File: config.mk
export PLATFORM = sky130hd
export DESIGN_NAME = cartridge_bank_mapper_irq_unit
export DESIGN_NICKNAME = d
export VERILOG_FILES = /design/src/rtl/cbm_pkg.sv /design/src/rtl/cartridge_bank_mapper_irq_unit.sv
export VERILOG_INCLUDE_DIRS = /design/src /design/src/rtl
export SDC_FILE = /design/constraint.sdc
export NUM_CORES = 1
export LEC_CHECK = 0
export ABC_AREA = 0
export BUFFER_PORTS_ARGS = -buffer_cell sky130_fd_sc_hd__buf_2
export CORE_UTILIZATION = 45
export DETAILED_ROUTE_END_ITERATION = 10
export HOLD_SLACK_MARGIN = 0.03
export PLACE_DENSITY_LB_ADDON = 0.3
export SETUP_SLACK_MARGIN = 0.1
export SYNTH_ARGS = -nofsm -noshare
export SYNTH_HDL_FRONTEND = slang
export SYNTH_SLANG_ARGS = --single-unit
File: constraint.sdc
create_clock -name clk -period 5.8 [get_ports clk]
set_input_delay 1.74 -clock clk [delete_from_list [all_inputs] [get_ports clk]]
set_output_delay 1.74 -clock clk [all_outputs]
set_load 0.05 [all_outputs]
File: src/rtl/cartridge_bank_mapper_irq_unit_defines.svh
// Assertion macros shared by the mapper RTL.
`ifndef CARTRIDGE_BANK_MAPPER_IRQ_UNIT_DEFINES_SVH
`define CARTRIDGE_BANK_MAPPER_IRQ_UNIT_DEFINES_SVH

// Clocked property that is not checked while reset is high.
`define CBM_ASSERT(label, prop, msg) \
  label: assert property (@(posedge clk) disable iff (rst) (prop)) else $error(msg);

// Clocked property that is checked on every edge, reset included.
`define CBM_ASSERT_ALWAYS(label, prop, msg) \
  label: assert property (@(posedge clk) (prop)) else $error(msg);

`endif

File: src/rtl/cbm_pkg.sv
// Types and constants for the cartridge bank mapper with scanline interrupt.
`timescale 1ns / 1ps

package cbm_pkg;

  // Last scanline on which a tick clocks the interrupt counter.
  localparam logic [8:0] LAST_VISIBLE_LINE = 9'd239;

  // Register decode: {address[15:13], address[0]}, i.e. address & 0xE001.
  localparam logic [3:0] DEC_BANK_SELECT = 4'b1000;  // 0x8000
  localparam logic [3:0] DEC_MIRROR      = 4'b1001;  // 0x8001
  localparam logic [3:0] DEC_BANK_DATA   = 4'b1010;  // 0xA000
  localparam logic [3:0] DEC_UNUSED      = 4'b1011;  // 0xA001
  localparam logic [3:0] DEC_IRQ_COUNT   = 4'b1100;  // 0xC000
  localparam logic [3:0] DEC_IRQ_RELOAD  = 4'b1101;  // 0xC001
  localparam logic [3:0] DEC_IRQ_DISABLE = 4'b1110;  // 0xE000
  localparam logic [3:0] DEC_IRQ_ENABLE  = 4'b1111;  // 0xE001

  // Configuration register indexes.
  localparam logic [1:0] CFG_PRG_BANK_COUNT    = 2'd0;
  localparam logic [1:0] CFG_HAS_CHR_ROM       = 2'd1;
  localparam logic [1:0] CFG_FOUR_SCREEN       = 2'd2;
  localparam logic [1:0] CFG_INITIAL_MIRRORING = 2'd3;

  localparam int unsigned CFG_DATA_W = 9;

  // Reset values of the configuration registers.
  localparam logic [8:0] RST_PRG_BANK_COUNT    = 9'd32;
  localparam logic       RST_HAS_CHR_ROM       = 1'b1;
  localparam logic       RST_FOUR_SCREEN       = 1'b0;
  localparam logic       RST_INITIAL_MIRRORING = 1'b0;

  // Bank select fields.
  localparam int unsigned SEL_PRG_SWAP_BIT = 6;
  localparam int unsigned SEL_CHR_SWAP_BIT = 7;

  localparam logic [7:0] CHR_PAIR_MASK = 8'hFE;

  typedef struct packed {
    logic       mode;          // 0 CPU write, 1 scanline tick
    logic [15:0] address;
    logic [7:0]  write_data;
    logic [8:0]  line_number;
    logic        rendering_on;
  } in_item_t;

  typedef struct packed {
    logic [31:0] prg_bank_map;
    logic [63:0] chr_bank_map;
    logic        mirroring;
    logic        irq_pulse;
  } out_item_t;

endpackage

File: src/rtl/cartridge_bank_mapper_irq_unit.sv
// Top level of the cartridge bank mapper with scanline interrupt counter.
//
//   Channel   Signals                        Direction  Carries
//   --------  -----------------------------  ---------  ------------------------------
//   in        in_valid, in_ready, in_data    sink       CPU register write or tick
//   out       out_valid, out_ready, out_data source     bank maps, mirroring, irq pulse
//   cfg       cfg_we, cfg_index, cfg_data    sink       cartridge configuration
//
// One item per clock. The mapper state is updated at the edge that accepts an
// item, and the result built from the updated state is loaded into the output
// register at that same edge, so a result appears in the cycle after its transfer.
// The input is ready whenever the output register is empty or being drained,
// which keeps a full clock rate through a ready output and holds the item back
// only while a finished result waits. Reset is synchronous and restores the
// power-up bank layout and the configuration defaults.
`timescale 1ns / 1ps
`include "cartridge_bank_mapper_irq_unit_defines.svh"

module cartridge_bank_mapper_irq_unit (
  input  logic                           clk,
  input  logic                           rst,
  input  logic                           in_valid,
  output logic                           in_ready,
  input  cbm_pkg::in_item_t              in_data,
  output logic                           out_valid,
  input  logic                           out_ready,
  output cbm_pkg::out_item_t             out_data,
  input  logic                           cfg_we,
  input  logic [1:0]                     cfg_index,
  input  logic [cbm_pkg::CFG_DATA_W-1:0] cfg_data
);

  // Configuration registers. The power-up mirroring needs no register of its
  // own: a write to it goes straight into the live mirroring.
  logic [8:0] prg_bank_count;
  logic       has_chr_rom;
  logic       four_screen;

  // Mapper state.
  logic [7:0] bank_select;
  logic [7:0] prg_regs [2];
  logic [7:0] chr_regs [6];
  logic [7:0] irq_count;
  logic [7:0] irq_reload;
  logic       irq_armed;
  logic       mirror_mode;

  logic [7:0] bank_select_next;
  logic [7:0] prg_regs_next [2];
  logic [7:0] chr_regs_next [6];
  logic [7:0] irq_count_next;
  logic [7:0] irq_reload_next;
  logic       irq_armed_next;
  logic       mirror_mode_next;

  logic               in_accept;
  logic               tick_active;
  logic               irq_fire;
  logic [3:0]         decode;
  logic [2:0]         reg_sel;
  logic [2:0]         chr_sel;
  logic [7:0]         last_m1;
  logic [7:0]         last_m2;
  logic [7:0]         prg_slot [4];
  logic [7:0]         chr_lo [4];
  logic [7:0]         chr_hi [4];
  logic [7:0]         chr_slot [8];
  cbm_pkg::out_item_t result_next;

  assign in_ready  = !out_valid || out_ready;
  assign in_accept = in_valid && in_ready;

  assign decode  = {in_data.address[15:13], in_data.address[0]};
  assign reg_sel = bank_select[2:0];
  assign chr_sel = reg_sel - 3'd2;

  // A tick clocks the counter only when armed, on a visible line, with rendering on.
  assign tick_active = in_data.mode && irq_armed && in_data.rendering_on &&
                       (in_data.line_number <= cbm_pkg::LAST_VISIBLE_LINE);
  assign irq_fire    = tick_active && (irq_count == 8'd0);

  // Next mapper state for the item at the input.
  always_comb begin
    bank_select_next = bank_select;
    prg_regs_next    = prg_regs;
    chr_regs_next    = chr_regs;
    irq_count_next   = irq_count;
    irq_reload_next  = irq_reload;
    irq_armed_next   = irq_armed;
    mirror_mode_next = mirror_mode;
    if (in_data.mode) begin
      if (irq_fire) begin
        irq_count_next = irq_reload;
      end else if (tick_active) begin
        irq_count_next = irq_count - 8'd1;
      end
    end else begin
      case (decode)
        cbm_pkg::DEC_BANK_SELECT: begin
          bank_select_next = in_data.write_data;
        end
        cbm_pkg::DEC_MIRROR: begin
          // Four-screen boards hard-wire their nametables.
          if (!four_screen) begin
            mirror_mode_next = in_data.write_data[0];
          end
        end
        cbm_pkg::DEC_BANK_DATA: begin
          if (reg_sel < 3'd2) begin
            prg_regs_next[reg_sel[0]] = in_data.write_data;
          end else if (has_chr_rom) begin
            // The two 2 KB pattern pairs always start on an even bank.
            if (reg_sel < 3'd4) begin
              chr_regs_next[chr_sel] = in_data.write_data & cbm_pkg::CHR_PAIR_MASK;
            end else begin
              chr_regs_next[chr_sel] = in_data.write_data;
            end
          end
        end
        cbm_pkg::DEC_IRQ_COUNT: begin
          irq_count_next = in_data.write_data;
        end
        cbm_pkg::DEC_IRQ_RELOAD: begin
          irq_reload_next = in_data.write_data;
        end
        cbm_pkg::DEC_IRQ_DISABLE: begin
          // This write also selects mirroring, four-screen boards included.
          irq_armed_next   = 1'b0;
          mirror_mode_next = (in_data.write_data == 8'd0);
        end
        cbm_pkg::DEC_IRQ_ENABLE: begin
          irq_armed_next = 1'b1;
        end
        cbm_pkg::DEC_UNUSED: begin
        end
        default: begin
          // Addresses below the register window leave the state alone.
        end
      endcase
    end
  end

  // Result built from the updated state. The two fixed program slots wrap
  // modulo 256 for counts outside the usual range.
  assign last_m1 = prg_bank_count[7:0] - 8'd1;
  assign last_m2 = prg_bank_count[7:0] - 8'd2;

  always_comb begin
    if (bank_select_next[cbm_pkg::SEL_PRG_SWAP_BIT]) begin
      prg_slot[0] = last_m2;
      prg_slot[2] = prg_regs_next[0];
    end else begin
      prg_slot[0] = prg_regs_next[0];
      prg_slot[2] = last_m2;
    end
    prg_slot[1] = prg_regs_next[1];
    prg_slot[3] = last_m1;

    // Pair registers are even, so the upper half never carries.
    chr_lo[0] = chr_regs_next[0];
    chr_lo[1] = chr_regs_next[0] + 8'd1;
    chr_lo[2] = chr_regs_next[1];
    chr_lo[3] = chr_regs_next[1] + 8'd1;
    for (int i = 0; i < 4; i++) begin
      chr_hi[i] = chr_regs_next[2 + i];
    end
    for (int i = 0; i < 4; i++) begin
      if (bank_select_next[cbm_pkg::SEL_CHR_SWAP_BIT]) begin
        chr_slot[i]     = chr_hi[i];
        chr_slot[4 + i] = chr_lo[i];
      end else begin
        chr_slot[i]     = chr_lo[i];
        chr_slot[4 + i] = chr_hi[i];
      end
    end

    result_next.prg_bank_map = {prg_slot[3], prg_slot[2], prg_slot[1], prg_slot[0]};
    if (has_chr_rom) begin
      result_next.chr_bank_map = {chr_slot[7], chr_slot[6], chr_slot[5], chr_slot[4],
                                  chr_slot[3], chr_slot[2], chr_slot[1], chr_slot[0]};
    end else begin
      result_next.chr_bank_map = 64'd0;
    end
    result_next.mirroring = mirror_mode_next;
    result_next.irq_pulse = irq_fire;
  end

  // Mapper state and configuration. The user must write configuration only while the
  // block is idle, so its writes never meet an item update; the block does not enforce it.
  always_ff @(posedge clk) begin
    if (rst) begin
      prg_bank_count    <= cbm_pkg::RST_PRG_BANK_COUNT;
      has_chr_rom       <= cbm_pkg::RST_HAS_CHR_ROM;
      four_screen       <= cbm_pkg::RST_FOUR_SCREEN;
      bank_select       <= 8'd0;
      prg_regs[0]       <= 8'd0;
      prg_regs[1]       <= 8'd1;
      chr_regs[0]       <= 8'd0;
      chr_regs[1]       <= 8'd2;
      chr_regs[2]       <= 8'd4;
      chr_regs[3]       <= 8'd5;
      chr_regs[4]       <= 8'd6;
      chr_regs[5]       <= 8'd7;
      irq_count         <= 8'd0;
      irq_reload        <= 8'd0;
      irq_armed         <= 1'b0;
      mirror_mode       <= cbm_pkg::RST_INITIAL_MIRRORING;
    end else begin
      if (in_accept) begin
        bank_select <= bank_select_next;
        prg_regs    <= prg_regs_next;
        chr_regs    <= chr_regs_next;
        irq_count   <= irq_count_next;
        irq_reload  <= irq_reload_next;
        irq_armed   <= irq_armed_next;
        mirror_mode <= mirror_mode_next;
      end
      if (cfg_we) begin
        case (cfg_index)
          cbm_pkg::CFG_PRG_BANK_COUNT: begin
            prg_bank_count <= cfg_data[8:0];
          end
          cbm_pkg::CFG_HAS_CHR_ROM: begin
            has_chr_rom <= cfg_data[0];
          end
          cbm_pkg::CFG_FOUR_SCREEN: begin
            four_screen <= cfg_data[0];
          end
          cbm_pkg::CFG_INITIAL_MIRRORING: begin
            // Loading the power-up mirroring also applies it at once.
            mirror_mode <= cfg_data[0];
          end
          default: begin
          end
        endcase
      end
    end
  end

  // Output register: loads on every input transfer, empties on an output transfer.
  always_ff @(posedge clk) begin
    if (rst) begin
      out_valid <= 1'b0;
    end else if (in_accept) begin
      out_valid <= 1'b1;
    end else if (out_ready) begin
      out_valid <= 1'b0;
    end
  end

  always_ff @(posedge clk) begin
    if (in_accept) begin
      out_data <= result_next;
    end
  end

  // A CPU write never raises an interrupt, and its result is presented next cycle.
  `CBM_ASSERT(a_write_no_irq, (in_accept && !in_data.mode) |=> (out_valid && !out_data.irq_pulse), "write transfer produced an interrupt pulse")
  // An interrupt pulse comes with a reload of the counter from the latch.
  `CBM_ASSERT(a_irq_reloads, (in_accept && irq_fire) |=> (irq_count == $past(irq_reload) && out_data.irq_pulse), "interrupt without counter reload")
  // The 2 KB pattern pairs stay on even banks at all times.
  `CBM_ASSERT_ALWAYS(a_chr_pairs_even, ($past(rst) || rst || (chr_regs[0][0] == 1'b0 && chr_regs[1][0] == 1'b0)), "pattern pair register holds an odd bank")

endmodule

==> results of run 1 <==
-- critical path, cell delays in order --
cell and delay [ns]:
buf_2 0.24, or3b_1 0.61, nor4_4 0.34, mux2i_1 0.44, inv_1 0.09, ha_1 0.27
nand3_1 0.14, nor2_1 0.07, xor2_1 0.14, mux2i_1 0.25, a211oi_1 0.11
-- where the power goes --
part	switching (µW)	internal, µW
Combinational	253	73.4
Sequential	14.5	1500
Clock	538	614
-- worst max-delay path by stage --
| stage | endpoint | slack, ns | depth (start not counted) |
|---|---|---|---|
| finish | out_data[48] | 1.52 | 11 |
| floorplan | irq_count[6] | 0.63 | 6 |
| CTS | out_data[48] | 1.53 | 11 |
| global route | out_data[64] | 1.37 | 11 |
| detailed placement | out_data[48] | 1.08 | 11 |
| global placement | out_data[48] | 1.11 | 11 |
-- stage by stage --
step	std cells	worst slack [ns]	utilization [%]	area [µm²]
2_1_floorplan	905	0.631	-	9560
3_3_place_gp	1251	1.11	50.5	10400
3_5_place_dp	1251	1.08	50.5	10400
4_1_cts	1283	1.53	53.2	10900
5_1_grt	1283	1.37	53.2	10900
6_report	1283	1.52	53.2	10900
-- area by class of cell --
type	instances	share of cell area, %
inverters	13	0.480
repair buffers	144	6.84
well taps	270	3.09
clock buffers	20	4.08
flip-flops and latches	196	44.8
multi-input cells	628	39.6
clock inverters	12	1.11
-- sequential cells by signal, indices dropped and copies added, names as in the netlist --
| signal | flops |
|---|---|
| irq_reload | 8 |
| irq_count | 8 |
| chr_regs | 48 |
| has_chr_rom | 1 |
| mirror_mode | 1 |
| out_valid | 1 |
| irq_armed | 1 |
| four_screen | 1 |
| out_data | 98 |
| prg_bank_count | 8 |
| prg_regs | 16 |
| bank_select | 5 |
-- layer usage --
layer	global-route usage [%]	part of all wire, %	up-vias
met3	3.92	5.0	21
met2	32.0	47	191
met1	28.0	47	3261
met4	6.55	1.2	0
li1	-	-	3370
met5	0	0	-
-- cells in the mapped netlist (all sizes together) (3+ instances only) --
cell type	instances
or3	3
mux2	16
nand3	19
nor4	7
and3	36
or4	3
ha	6
nand2b	11
nor3b	8
edfxtp	98
dfxtp	98
nand2	110
nor2	113
xnor2	15
inv	13
a211o	10
nor2b	12
a311oi	7
o22ai	4
nor3	11
clkbuf	47
mux2i	141
a21oi	22
o21ai	14
xor2	18
nand3b	7
o211a	7
a211oi	10
buf	21
o21a	3
-- cells in the final DEF (no fill, tap or decap), types with 15 or more instances in the layout --
cell,Yosys,layout
mux2i_1,140,139
buf_2,9,133
nor2_1,113,113
nand2_1,110,110
dfxtp_1,98,98
edfxtp_1,98,98
and3_1,36,36
a21oi_1,22,22
nand3_1,19,19
xor2_1,18,18
clkbuf_16,0,17
mux2_2,16,16
xnor2_1,15,15
-- cell families (layout without fill, tap and decap cells) --
group	after synthesis	in the layout	synth area share [%]
AND/OR/NAND/NOR	352	352	19.0
flip-flops	196	196	51.3
multiplexers	157	157	16.7
buffers and inverters	81	189	3.53
AO/OA/AOI/OAI	80	80	5.71
XOR/XNOR	33	33	3.02
adder cells (fa/ha/maj)	6	6	0.785
==> flow_summary.toml, run 1 <==
[route]
num_vias = 6843
firstDrtPassIters = 4
drt_wl_total_um = 21400
wire_per_inst_um = 16.7
drc = 0
routed_via_density = 5.33
ant_nets = 0
initialDrtViolationCount = 503

[floorplan]
start_util_pct = 46.5
die_w_um = 148
rows = 52
die_area_mm2 = 0.0218
io_pins = 151
die_h_um = 148
core_mm2 = 0.0206

[sta]
worstMarginPinSlew_ns = 1.07
fin_crit_sh_pct = 73.8
finalSetupViolations = 0
hold_viol_final = 0
finalClockSkew_ns = 0.0100
max-slew-margin-rel_pct = 28.9
tns_ns = 0
fmax_mhz = 234
drv_slew = 0
min_period_ns = 4.28
rsz0062_at_grt = "no"
holdWs_ns = 0.456

[synth]
synthCells = 905
syn-cell-area_mm2 = 0.00956
async_reset_ff_share_pct = 0
yosysSeqAreaShare_pct = 51.3
synth-seq-cells = 196
syn_nets = 962
synth_edf_count = 98
synth_top_area_share_pct = 30.8
synthTopCellsByArea = "edfxtp_1 31%, dfxtp_1 21%, mux2i_1 15%"
syn_area_per_cell_um2 = 10.6
synth_warnings = 0
yosysTopAreaCell = "edfxtp_1"
synth_flop_cell = "edfxtp_1"
synth_cell_types = 54

[clock_tree]
cts_buffers = 17
cts_hold_buffers = 0
clockBufferDepth = 2
cts_max_level = 4
path_clk_slew_ns = 0.07
cts_resized = 0
clk_latency_ns = 0.44
clock-root-buffer = "clkbuf_16"
post-cts-setup-buffers = 0
cts_tree = "built"
cts_num_sinks = 196

[hold_path]
worstHoldStart = "chr_regs[4]"
hold_path_depth = 2
hold_path.class = "flip-flop to flip-flop"
hold_end = "chr_regs[4]"

[setup_path]
cp_max_fo = 24
crit_required_ns = 5.94
r2r-start = "has_chr_rom"
setup.worst_path.end_class = "flip-flop"
crit_start = "in_data[34]"
cp.arrival_ns = 4.42
startpoint_type = "input port"
reg2reg_to = "out_data[48]"
rr_worst_depth = 11
path_class = "input port to flip-flop"
reg2reg_setup_slack_ns = 2.70

[pwr]
cellPowerDensity_mw_per_mm2 = 274
ir_worst_vdd_uv = 234
cellLeakagePower_uw = 0.00462
power_uw = 2990

[global_route]
antenna_found_initial = 0
overflow = 0
grt_max_degree = 65
grt.total_usage_pct = 20.3
grt_pass1_vias = 6356
grt_pass1_wl_um = 34000

[flow_run]
cap_viol_max_count = 0

[finish]
diodes = 0
ff_latch_area_mm2 = 0.00490
nNetsFinal = 1057
area_growth_pct = 14.5
nFillCells = 1838
multi_input_area_mm2 = 0.00433
drive_gt1_share_pct = 20.9

[outcome]
outcome = "completed"

[place]
place.port_buffers = 133
hpwlAfterDp_um = 14100
globalplace.congestion = 0.833
(Power assumes the default switching activity.)
==> run 2: changes to the inputs <==
--- a/config.mk
+++ b/config.mk
@@ -6,7 +6,7 @@
 export SDC_FILE = /design/constraint.sdc
 export NUM_CORES = 1
 export LEC_CHECK = 0
-export ABC_AREA = 0
+export ABC_AREA = 1
 export BUFFER_PORTS_ARGS = -buffer_cell sky130_fd_sc_hd__buf_2
 export CORE_UTILIZATION = 45
 export DETAILED_ROUTE_END_ITERATION = 10
==> constraint.sdc (replaced) <==
create_clock -name clk -period 3.7 [get_ports clk]
set_input_delay 1.11 -clock clk [delete_from_list [all_inputs] [get_ports clk]]
set_output_delay 1.11 -clock clk [all_outputs]
set_load 0.05 [all_outputs]
==> flow_summary.toml, run 2 <==
[setup_path]
setup.worst_path.end_class = "flip-flop"
cp_max_fo = 15
path_class = "input port to flip-flop"
cp.arrival_ns = 3.03
startpoint_type = "input port"
crit_required_ns = 3.86

[synth]
synth_flop_cell = "edfxtp_1"
synth_common_cells = "192 x nand2_1, 148 x o21ai_0, 142 x inv_1, 123 x a21oi_1"
yosysSeqAreaShare_pct = 52.8
yosysTopAreaCell = "edfxtp_1"
synth_top_area_share_pct = 31.7
synth_edf_count = 98
syn_nets = 1165
synthCells = 1108
synth_most_common_cell = "nand2_1"
syn_area_per_cell_um2 = 8.38
synth-seq-cells = 196
synth_warnings = 0
async_reset_ff_share_pct = 0
synthTopCellsByArea = "edfxtp_1 32%, dfxtp_1 21%, o21ai_0 8.0%"
syn-cell-area_mm2 = 0.00929
synth_cell_types = 36

[route]
ant_nets = 0
num_vias = 7863
drt_wl_total_um = 22900
routed_via_density = 5.24
firstDrtPassIters = 5
initialDrtViolationCount = 601
drc = 0
wire_per_inst_um = 15.3

[global_route]
busiest_layer = "met2"
antenna_found_initial = 0
overflow = 0
grt_max_degree = 123
met3_usage_pct = 3.17
use_met1_pct = 30.1
grt.total_usage_pct = 22.0
grt_util_met2_pct = 35.3
grt_pass1_vias = 6923
grt_pass1_wl_um = 36300

[place]
place.port_buffers = 133
postPlaceCellArea_mm2 = 0.0102
place_inst = 1470
globalplace.congestion = 0.849
hpwlAfterDp_um = 15600

[finish]
drive_gt1_share_pct = 17.3
nNetsFinal = 1276
area_growth_pct = 16.1
nFillCells = 1912
layoutNonFillerInstCount = 1502
largest_reg_flops = 98
fin_util_pct = 53.3
layout_commonest_cell = "nand2_1"
layout_common_cells = "192 x nand2_1, 148 x o21ai_0, 141 x inv_1, 133 x buf_2, 123 x a21oi_1"
reg.largest.list = "out_data (98), chr_regs (48), prg_regs (16)"
regMostFlops = "out_data"
diodes = 0
final_area_mm2 = 0.0108

[hold_path]
hold_path.class = "flip-flop to flip-flop"

[pwr]
cellLeakagePower_uw = 0.00485
power_uw = 5110
cellPowerDensity_mw_per_mm2 = 474
ir_worst_vdd_uv = 354

[floorplan]
die_area_mm2 = 0.0212
die_h_um = 146
io_pins = 151
die_w_um = 146
start_util_pct = 45.9
rows = 52
core_mm2 = 0.0202

[clock_tree]
cts_tree = "built"
clk_latency_ns = 0.45
cts_max_level = 4
cts_hold_buffers = 0
clock-root-buffer = "clkbuf_16"
clockBufferDepth = 2
cts_buffers = 17
post-cts-setup-buffers = 0
path_clk_slew_ns = 0.08
cts_resized = 0
cts_num_sinks = 196

[flow_run]
cap_viol_max_count = 0

[sta]
finalSetupViolations = 0
hold_viol_final = 0
fmax_mhz = 348
fin_crit_sh_pct = 77.6
tns_ns = 0
max-slew-margin-rel_pct = 48.4
worstMarginPinSlew_ns = 0.772
drv_slew = 0
min_period_ns = 2.87
finalClockSkew_ns = 0.0124
rsz0062_at_grt = "no"

[outcome]
outcome = "completed"
run 2: cell types whose count changed after synthesis, moves of 45 or more:
cell	previous run	this run
mux2i_1	140	5
o21ai_0	13	148
inv_1	13	142
nor2_1	113	68
a21oi_1	22	123
nand2_1	110	192
run 2: metrics by stage:
step	setup slack [ns]	hold slack [ns]
after floorplan	0.326	0.430
after global placement	0.473	0.439
after detailed placement	0.387	0.444
after CTS	0.858	0.456
after global routing	0.677	0.478
final	0.829	0.456
run 2: final timing paths:
check,startpoint,endpoint,slack [ns],depth (start not counted)
hold reg to reg,chr_regs[47],chr_regs[47],0.46,2
setup reg to reg,has_chr_rom,out_data[44],1.10,8
setup / recovery,in_data[34],out_data[44],0.83,10
hold / removal,chr_regs[47],chr_regs[47],0.46,2
run 2: area by class of cell:
type	instances	area, µm²	area share [%]
well taps	270	338	3.13
inverters	148	563	5.22
repair buffers	149	798	7.41
flip-flops and latches	196	4900	45.5
clock inverters	15	166	1.54
clock buffers	17	425	3.95
multi-input cells	707	3580	33.2
run 2: where the power goes:
| part | switching (µW) | internal, µW | leakage (µW) | total (µW) |
|---|---|---|---|---|
| Sequential | 48.8 | 2430 | 0.00176 | 2480 |
| Combinational | 590 | 179 | 0.00281 | 770 |
| Clock | 902 | 960 | 0.000286 | 1860 |
| Total | 1540 | 3570 | 0.00485 | 5110 |
run 2: worst max-delay path, cell delays in order:
cell,delay [ns]
buf_2,0.12
inv_4,0.15
nand3_4,0.14
nor2_8,0.19
nand2_1,0.11
o21ai_0,0.36
ha_1,0.28
inv_1,0.10
xor2_1,0.28
a21oi_1,0.17
run 2: cells by family after synthesis:
kind of cell	count (synthesis)	share of synthesized area (%)
mux	5	0.539
xor+xnor	21	1.98
buf+inv	205	8.68
fa+ha+maj	6	0.808
simple gates	341	16.1
compound gates	334	19.1
flops	196	52.8
run 2: routing by layer:
metal  wire, µm  share of wire (%)  up-vias
met1      10500                 46     3671
met2      10900                 48      218
met5          0                  0        -
met4        451                2.0        0
met3       1120                4.9       32
li1           -                  -     3942
